==> config.mk <==
export PLATFORM = sky130hd
export DESIGN_NAME = ppm_servo_frame_generator
export DESIGN_NICKNAME = d
export VERILOG_FILES = /design/src/hw/rtl/psfg_pkg.sv /design/src/hw/rtl/ppm_servo_frame_generator.sv /design/src/hw/rtl/psfg_width_calc.sv
export SDC_FILE = /design/constraint.sdc
export NUM_CORES = 1
export LEC_CHECK = 0
export ABC_AREA = 0
export BUFFER_PORTS_ARGS = -buffer_cell sky130_fd_sc_hd__clkbuf_2
export CORE_MARGIN = 2
export CORE_UTILIZATION = 67
export DETAILED_ROUTE_END_ITERATION = 12
export PLACE_DENSITY = 0.95
export SYNTH_ARGS = -nofsm -noshare
export SYNTH_HDL_FRONTEND = slang
export SYNTH_HIERARCHICAL = 1
export SYNTH_SLANG_ARGS = --single-unit
==> constraint.sdc <==
create_clock -name clock -period 19.45 [get_ports clock]
set_clock_uncertainty 0.05 [all_clocks]
set_input_delay 0.9725 -clock clock [delete_from_list [all_inputs] [get_ports clock]]
set_output_delay 0.9725 -clock clock [all_outputs]
set_load 0.01 [all_outputs]
==> src/hw/rtl/psfg_pkg.sv <==
// ----------------------------------------------------------------------------
// psfg_pkg
// types and constants shared by the ppm servo frame generator modules
// ----------------------------------------------------------------------------
package psfg_pkg;

   // request kinds carried on req_tuser
   typedef enum logic [1:0] {
      REQ_TICK        = 2'd0,
      REQ_WRITE_US    = 2'd1,
      REQ_WRITE_ANGLE = 2'd2,
      REQ_NONE        = 2'd3
   } req_kind_type;

   // csr register indexes (byte address / 4)
   localparam logic [1:0] CSR_ACTIVE_CHANNELS  = 2'd0;
   localparam logic [1:0] CSR_PULSE_ACTIVE_LOW = 2'd1;
   localparam logic [1:0] CSR_OUTPUT_DISABLED  = 2'd2;

   localparam int WIDTH_W = 10;
   localparam int TICK_W  = 13;
   localparam int SLOT_W  = 4;

   // microsecond limits
   localparam logic signed [15:0] US_WIDE_LO   = 16'sd500;
   localparam logic signed [15:0] US_WIDE_HI   = 16'sd2200;
   localparam logic signed [15:0] US_NARROW_LO = 16'sd1000;
   localparam logic signed [15:0] US_NARROW_HI = 16'sd2000;
   // up to this many active channels every channel gets the wide range
   localparam logic [3:0] WIDE_RANGE_MAX_ACTIVE = 4'd6;

   // angle mapping: width = angle*250/180 + 250
   localparam logic signed [15:0] ANGLE_MAX = 16'sd180;
   // floor(x*25/18) == (x*91025) >> 16 for x in 0..180
   localparam logic [16:0] ANGLE_RECIP  = 17'd91025;
   localparam int          ANGLE_SHIFT  = 16;
   localparam logic [WIDTH_W-1:0] ANGLE_OFFSET = 10'd250;

   localparam logic [WIDTH_W-1:0] WIDTH_RESET  = 10'd200;
   localparam logic [TICK_W-1:0]  PERIOD_RESET = 13'd500;

   // write decision handed from the width calculator to the top level
   typedef struct packed {
      logic               we;
      logic [WIDTH_W-1:0] width;
   } width_wr_type;

endpackage

==> src/hw/rtl/ppm_servo_frame_generator.sv <==
// ----------------------------------------------------------------------------
// ppm_servo_frame_generator
// multi-channel servo ppm pulse train generator with stream request port
// ----------------------------------------------------------------------------
// Every request transaction is a 4 us timer tick, a channel width write or
// a no-op, and each one produces exactly one response transaction with the
// line level, the current slot and a frame start flag. The block takes one
// request per clock while responses are taken: a request is held in an
// input register, all state updates happen in one pass of logic on the way
// to the response register, and the response register is loaded from the
// input register once the response register is free or draining.
// Throughput is one transaction per cycle as long as the response side
// keeps taking; a stalled response holds the queued request and drops
// req_tready only while both registers are full. The longest path is the
// sync gap computation, an add over all channel widths feeding a subtract
// from the frame length. Widths reset to 200 ticks (800 us) and need no
// clearing pass. Configuration is written through the csr port while the
// block is idle, a rule for the user that the block does not enforce.
// ----------------------------------------------------------------------------
module ppm_servo_frame_generator #(
   parameter int MAX_CHANNELS = 8,
   parameter int PULSE_TICKS  = 50,
   parameter int FRAME_TICKS  = 4999
) (
   input  logic        clock,
   input  logic        reset,
   // request stream
   input  logic        req_tvalid,
   output logic        req_tready,
   input  logic [23:0] req_tdata,   // [7:0] channel, [23:8] value
   input  logic [1:0]  req_tuser,   // [1:0] req_type
   // response stream
   output logic        rsp_tvalid,
   input  logic        rsp_tready,
   output logic [7:0]  rsp_tdata,   // [0] line_level, [4:1] slot_index, [5] frame_start
   // csr port
   input  logic        csr_psel,
   input  logic        csr_penable,
   input  logic        csr_pwrite,
   input  logic [3:0]  csr_paddr,
   input  logic [31:0] csr_pwdata,
   output logic [31:0] csr_prdata,
   output logic        csr_pready
);
   import psfg_pkg::*;

   localparam int IDX_W   = (MAX_CHANNELS > 1) ? $clog2(MAX_CHANNELS) : 1;
   localparam int ACT_MAX = (MAX_CHANNELS > 15) ? 15 : MAX_CHANNELS;
   localparam logic [3:0]        ACT_MAX_V = 4'(ACT_MAX);
   localparam logic [7:0]        CH_MAX_V  = 8'(MAX_CHANNELS);
   localparam logic [TICK_W-1:0] PULSE_V   = TICK_W'(PULSE_TICKS);
   localparam logic [13:0]       FRAME_V   = 14'(FRAME_TICKS);

   // configuration registers
   logic [3:0] active_ff, active_in;
   logic       pal_ff, pal_in;
   logic       disabled_ff, disabled_in;

   // input stage
   logic              in_valid_ff, in_valid_in;
   logic [1:0]        in_kind_ff;
   logic [7:0]        in_channel_ff;
   logic signed [15:0] in_value_ff;

   // generator state
   logic [TICK_W-1:0]  tick_ff, tick_in;
   logic [TICK_W-1:0]  top_ff, top_in;
   logic [SLOT_W-1:0]  slot_ff, slot_in;
   logic [WIDTH_W-1:0] widths_ff [MAX_CHANNELS];

   // response stage
   logic       out_valid_ff, out_valid_in;
   logic [7:0] out_data_ff, out_data_in;

   logic req_fire;
   logic proc;
   logic csr_wr;

   // write path
   logic [7:0]     ch_m1;
   logic [IDX_W-1:0] wr_idx;
   width_wr_type   wr;

   logic [13:0]       width_sum;
   logic [TICK_W-1:0] sync_top;
   logic              wrapped;
   logic              level;

   // handshakes
   assign csr_pready = 1'b1;
   assign csr_wr     = csr_psel && csr_penable && csr_pwrite;
   assign req_fire   = req_tvalid && req_tready;
   // the queued request moves on when the response register is free or draining
   assign proc       = in_valid_ff && (!out_valid_ff || rsp_tready);
   assign req_tready = !in_valid_ff || proc;
   assign rsp_tvalid = out_valid_ff;
   assign rsp_tdata  = out_data_ff;

   assign in_valid_in  = req_fire || (in_valid_ff && !proc);
   assign out_valid_in = proc || (out_valid_ff && !rsp_tready);

   // csr write decode with channel count saturation
   always_comb begin
      active_in   = active_ff;
      pal_in      = pal_ff;
      disabled_in = disabled_ff;
      if (csr_wr) begin
         case (csr_paddr[3:2])
            CSR_ACTIVE_CHANNELS: begin
               if (csr_pwdata[3:0] == 4'd0) begin
                  active_in = 4'd1;
               end else if (csr_pwdata[3:0] > ACT_MAX_V) begin
                  active_in = ACT_MAX_V;
               end else begin
                  active_in = csr_pwdata[3:0];
               end
            end
            CSR_PULSE_ACTIVE_LOW: begin
               pal_in = csr_pwdata[0];
            end
            CSR_OUTPUT_DISABLED: begin
               disabled_in = csr_pwdata[0];
            end
            default: begin
               active_in = active_ff;
            end
         endcase
      end
   end

   // csr read back
   always_comb begin
      case (csr_paddr[3:2])
         CSR_ACTIVE_CHANNELS:  csr_prdata = {28'd0, active_ff};
         CSR_PULSE_ACTIVE_LOW: csr_prdata = {31'd0, pal_ff};
         CSR_OUTPUT_DISABLED:  csr_prdata = {31'd0, disabled_ff};
         default:              csr_prdata = 32'd0;
      endcase
   end

   // one-based channel number, clamped into the table
   always_comb begin
      ch_m1 = in_channel_ff - 8'd1;
      if (in_channel_ff == 8'd0) begin
         wr_idx = '0;
      end else if (in_channel_ff > CH_MAX_V) begin
         wr_idx = IDX_W'(MAX_CHANNELS - 1);
      end else begin
         wr_idx = ch_m1[IDX_W-1:0];
      end
   end

   psfg_width_calc u_width_calc (
      .req_kind      (in_kind_ff),
      .first_channel (wr_idx == '0),
      .wide_range    (active_ff <= WIDE_RANGE_MAX_ACTIVE),
      .value         (in_value_ff),
      .wr            (wr)
   );

   // sync gap: frame length minus the widths of all active channels
   always_comb begin
      width_sum = '0;
      for (int j = 0; j < MAX_CHANNELS; j++) begin
         if (5'(j) < {1'b0, active_ff}) begin
            width_sum = width_sum + 14'(widths_ff[j]);
         end
      end
      if (width_sum > FRAME_V) begin
         sync_top = '0;
      end else begin
         sync_top = TICK_W'(FRAME_V - width_sum);
      end
   end

   // tick handling: counter wrap, then slot load at the end of the pulse
   always_comb begin
      tick_in = tick_ff;
      top_in  = top_ff;
      slot_in = slot_ff;
      wrapped = 1'b0;
      if (in_kind_ff == REQ_TICK) begin
         if (tick_ff >= top_ff) begin
            tick_in = '0;
         end else begin
            tick_in = tick_ff + 1'b1;
         end
         if (tick_in == PULSE_V) begin
            if (slot_ff >= active_ff) begin
               // past the last active channel: sync gap, new frame
               top_in  = sync_top;
               slot_in = '0;
               wrapped = 1'b1;
            end else begin
               top_in  = TICK_W'(widths_ff[slot_ff[IDX_W-1:0]]);
               slot_in = slot_ff + 1'b1;
            end
         end
      end
   end

   // line level after this transaction
   always_comb begin
      if (disabled_ff) begin
         level = 1'b0;
      end else if (tick_in < PULSE_V) begin
         level = !pal_ff;
      end else begin
         level = pal_ff;
      end
      out_data_in = {2'b00, wrapped, slot_in, level};
   end

   // control and state registers
   always_ff @(posedge clock) begin
      if (reset) begin
         active_ff    <= 4'd1;
         pal_ff       <= 1'b1;
         disabled_ff  <= 1'b0;
         in_valid_ff  <= 1'b0;
         out_valid_ff <= 1'b0;
         tick_ff      <= '0;
         top_ff       <= PERIOD_RESET;
         slot_ff      <= '0;
         for (int i = 0; i < MAX_CHANNELS; i++) begin
            widths_ff[i] <= WIDTH_RESET;
         end
      end else begin
         active_ff    <= active_in;
         pal_ff       <= pal_in;
         disabled_ff  <= disabled_in;
         in_valid_ff  <= in_valid_in;
         out_valid_ff <= out_valid_in;
         if (proc) begin
            tick_ff <= tick_in;
            top_ff  <= top_in;
            slot_ff <= slot_in;
            if (wr.we) begin
               widths_ff[wr_idx] <= wr.width;
            end
         end
      end
   end

   // payload registers
   always_ff @(posedge clock) begin
      if (req_fire) begin
         in_kind_ff    <= req_tuser;
         in_channel_ff <= req_tdata[7:0];
         in_value_ff   <= req_tdata[23:8];
      end
      if (proc) begin
         out_data_ff <= out_data_in;
      end
   end

   // a frame start is always reported together with slot zero
   a_frame_start_slot0 : assert property (@(posedge clock) disable iff (reset)
      (rsp_tvalid && rsp_tdata[5]) |-> (rsp_tdata[4:1] == 4'd0))
      else $error("frame start reported with nonzero slot");

   // the slot only advances on the tick that ends a pulse
   a_slot_moves_on_pulse : assert property (@(posedge clock) disable iff (reset)
      (slot_ff != $past(slot_ff)) |-> (tick_ff == PULSE_V))
      else $error("slot changed away from the pulse end");

   // active channel count always stays inside its saturation range
   a_active_range : assert property (@(posedge clock) disable iff (reset)
      (active_ff != 4'd0) && (active_ff <= ACT_MAX_V))
      else $error("active channel count out of range");

   // a request is refused only while one is already queued
   a_ready_queue : assert property (@(posedge clock) disable iff (reset)
      !req_tready |-> (in_valid_ff && out_valid_ff && !rsp_tready))
      else $error("request refused with a free stage");

endmodule

==> src/hw/rtl/psfg_width_calc.sv <==
// ----------------------------------------------------------------------------
// psfg_width_calc
// turns a channel write request into a stored width in timer ticks
// ----------------------------------------------------------------------------
module psfg_width_calc (
   input  logic [1:0]             req_kind,
   input  logic                   first_channel,
   input  logic                   wide_range,
   input  logic signed [15:0]     value,
   output psfg_pkg::width_wr_type wr
);
   import psfg_pkg::*;

   logic signed [15:0] us_lo;
   logic signed [15:0] us_hi;
   logic [11:0]        us_clamped;
   logic [7:0]         angle;
   logic [24:0]        angle_prod;
   logic [WIDTH_W-1:0] angle_width;

   always_comb begin
      if (wide_range || first_channel) begin
         us_lo = US_WIDE_LO;
         us_hi = US_WIDE_HI;
      end else begin
         us_lo = US_NARROW_LO;
         us_hi = US_NARROW_HI;
      end
      if (value < us_lo) begin
         us_clamped = us_lo[11:0];
      end else if (value > us_hi) begin
         us_clamped = us_hi[11:0];
      end else begin
         us_clamped = value[11:0];
      end
   end

   always_comb begin
      if (value < 16'sd0) begin
         angle = 8'd0;
      end else if (value > ANGLE_MAX) begin
         angle = ANGLE_MAX[7:0];
      end else begin
         angle = value[7:0];
      end
      angle_prod  = 25'(angle) * 25'(ANGLE_RECIP);
      angle_width = 10'(angle_prod[ANGLE_SHIFT +: 8]) + ANGLE_OFFSET;
   end

   always_comb begin
      wr.we    = 1'b0;
      wr.width = us_clamped[11:2];
      case (req_kind)
         REQ_WRITE_US: begin
            wr.we    = 1'b1;
            wr.width = us_clamped[11:2];
         end
         REQ_WRITE_ANGLE: begin
            wr.we    = 1'b1;
            wr.width = angle_width;
         end
         default: begin
            wr.we = 1'b0;
         end
      endcase
   end

endmodule

==> qor.yml <==
route.met2.wl_um: 20400
top_layer_used: "met4"
wl_met3_um: 3440
yosys_warnings: 6
intPower_uw: 631
clockPowerShare_pct: 35.0
synth_flop_cell: "edfxtp_1"
sequentialPowerShare_pct: 39.6
cp.required_ns: 19.69
gp_congestion: 1.01
synthTopCellsByArea: "edfxtp_1, ha_1, dfxtp_1"
fmax_mhz: 76.4
tightest_slew_ns: 1.35
yosysUniqueCellTypes: 106
crit_cells: 47
critical_path_buf_inv_count: 2
timing.final.crit_period_ns: 13.09
cts_max_level: 4
start_util_pct: 67.6
nNetsFinal: 1977
clk_path_buf_depth: 2
postCtsHoldBufs: 0
drive_above_1_share_pct: 10.1
grt_pass1_wl_um: 68000
drt_iter0_markers: 1559
yosys-top-cells-count: "ha_1, nor2_1, inv_1"
timing.rr.end: "top_ff[3]"
peakVddDrop_v: 0.0000521
grt_usage_pct: 36.5
worstReg2RegStart: "active_ff[2]"
ys_seq_area_share_pct: 27.5
hp-class: "reg2reg"
grt_pass1_vias: 13100
whs_path_depth: 2
path_max_fanout: 13
rsz0062_at_grt: "no"
setup_violations: 0
cpMostUsedCell: "ha_1"
fin_setup_tns_ns: 0
dieArea_um2: 23900
root_buffer: "clkbuf_16"
num_io_pins: 112
grt-ovfl-total: 0
antenna_found_initial: 0
wire_per_inst_um: 21.3
post_cts_buffers: 0
vias_per_cell: 6.63
max_stage_delay_ns: 0.70
rows: 55
leakagePower_nw: 6.83
final-hold-violation-count: 0
setup.worst_path.class: "reg2reg"
wl_met1_um: 16500
final_max_slew_viol_count: 0
reg2reg_slack_ns: 6.36
synth_top_area_share_pct: 22.1
postRouteAntennaNets: 0
post-route-period-util_pct: 67.3
cts.clk_slew.worst_paths_ns: 0.07
clk-insertion-delay-late_ns: 0.44
cts_tree: "yes"
netSwitchingFraction_pct: 32.8
worstPathArrival_ns: 13.33
synth-async-reset-ratio_pct: 0
switchingPower_uw: 308
maxSlewHeadroom_pct: 9.15
cts_sinks: 153
drv_cap: 0
r2r.worst_path.cells: 47
cp_top_family: "compound AO/OA/AOI/OAI gates"
first_pass_iters: 6
portBuffers: 50
grt_start_max_net_pins: 50
die_w_um: 155
cts_buffers: 17
die_h_um: 155
holdWs_ns: 0.431
antennaDiodeCount: 0
synthToLayoutAreaGrowth_pct: 6.02
comb_power_share_pct: 25.4
synth_area_um2: 15200
slowest_stage: "or4_4"
postCtsResizedCells: 0
synth_largest_area_cell: "edfxtp_1"
synth-seq-cells: 153
post-dp-hpwl_um: 33200
status: "finished clean"
syn_area_per_cell_um2: 8.93
powerDensity_nw_per_um2: 58.2
critPathCaptureType: "register"
post-route-drc-count: 0
min_to: "top_ff[9]"
core_area_um2: 22500
finalWirelength_um: 43200
postLayoutCoreUtil_pct: 71.7
yosysMostFrequentCell: "ha_1"
start_kind: "register"
synthCells: 1704
route.vias.total: 13400
min_from: "top_ff[9]"
synth_edf_count: 112
[registers in the layout, indices dropped and copies added, names as in the netlist, named ones only]
signal,count
widths_ff,80
tick_ff,13
in_channel_ff,8
disabled_ff,1
pal_ff,1
rsp_tdata,6
active_ff,4
in_valid_ff,1
in_value_ff,16
in_kind_ff,2
rsp_tvalid,1
slot_ff,4
top_ff,13
[layer usage]
layer	track usage [%]	up-vias
met2	60.4	672
met1	44.4	6343
met3	5.88	166
met4	23.9	0
met5	0	-
li1	-	6240
[cell type report]
class,count,area (um2)
clock buffer,17,425
clock inverter,14,144
fill,1659,6360
inverter,130,488
multi-input combinational,1361,10200
sequential,153,4180
tap,285,357
timing repair buffer,63,353
[worst reg2reg max path, delay by kind of cell (launching register included)]
| family | cells | cell delay [ns] |
|---|---|---|
| AOI/OAI and AO/OA | 18 | 4.63 |
| and+or+nand+nor | 13 | 3.37 |
| adders and majority gates | 9 | 3.01 |
| xor gates and xnor gates | 4 | 0.99 |
| DFF | 1 | 0.47 |
| muxes | 1 | 0.27 |
| buffers and inverters | 2 | 0.16 |
[metrics by stage]
| step | area [um2] | power, mW | setup slack, ns | std cells |
|---|---|---|---|---|
| 6_report | 16100 | 0.939 | 6.36 | 2023 |
| 4_1_cts | 16100 | 0.933 | 6.65 | 2022 |
| 2_1_floorplan | 15300 | 0.551 | 8.77 | 1733 |
| 3_3_place_gp | 15600 | 0.597 | 6.97 | 1991 |
| 3_5_place_dp | 15600 | 0.607 | 6.72 | 1991 |
| 5_1_grt | 16100 | 0.973 | 5.83 | 2023 |
[worst max path at each step]
stage	endpoint	from	slack (ns)
5_1_grt	top_ff[3]	active_ff[2]	5.83
3_3_place_gp	top_ff[0]	active_ff[2]	6.97
6_report	top_ff[3]	active_ff[2]	6.36
2_1_floorplan	top_ff[4]	active_ff[3]	8.77
4_1_cts	top_ff[3]	active_ff[2]	6.65
3_5_place_dp	top_ff[3]	active_ff[2]	6.72
[power by group through the flow]
stage	Clock, mW	Combinational, mW	Sequential, mW
floorplan	0	0.178	0.372
CTS	0.330	0.232	0.371
finish	0.329	0.238	0.372
global placement	0	0.220	0.377
global route	0.341	0.259	0.372
detailed placement	0	0.229	0.378
[logic make-up after synthesis]
| kind of cell | after synthesis | synth area share [%] |
|---|---|---|
| buffers and inverters | 219 | 6.30 |
| AOI/OAI and AO/OA | 440 | 19.9 |
| DFF | 153 | 27.5 |
| adders and majority gates | 185 | 16.5 |
| other | 2 | 0.0493 |
| muxes | 57 | 5.48 |
| and+or+nand+nor | 572 | 19.6 |
| xor gates and xnor gates | 76 | 4.66 |
[cells in the final DEF (no fill, tap or decap), types with 26 or more instances in the layout]
master,n
clkbuf_2,50
and2_1,74
nand2_1,109
nor3_1,33
xnor2_1,39
o21ai_0,93
nor2_1,135
dfxtp_1,41
a21o_1,34
conb_1,31
nand3_1,35
o21a_1,29
fa_1,27
mux2i_1,26
inv_1,128
a21oi_1,83
edfxtp_1,112
nand2b_1,29
or3_1,32
xor2_1,33
ha_1,155
No activity file was read; power rests on OpenSTA's default activity.
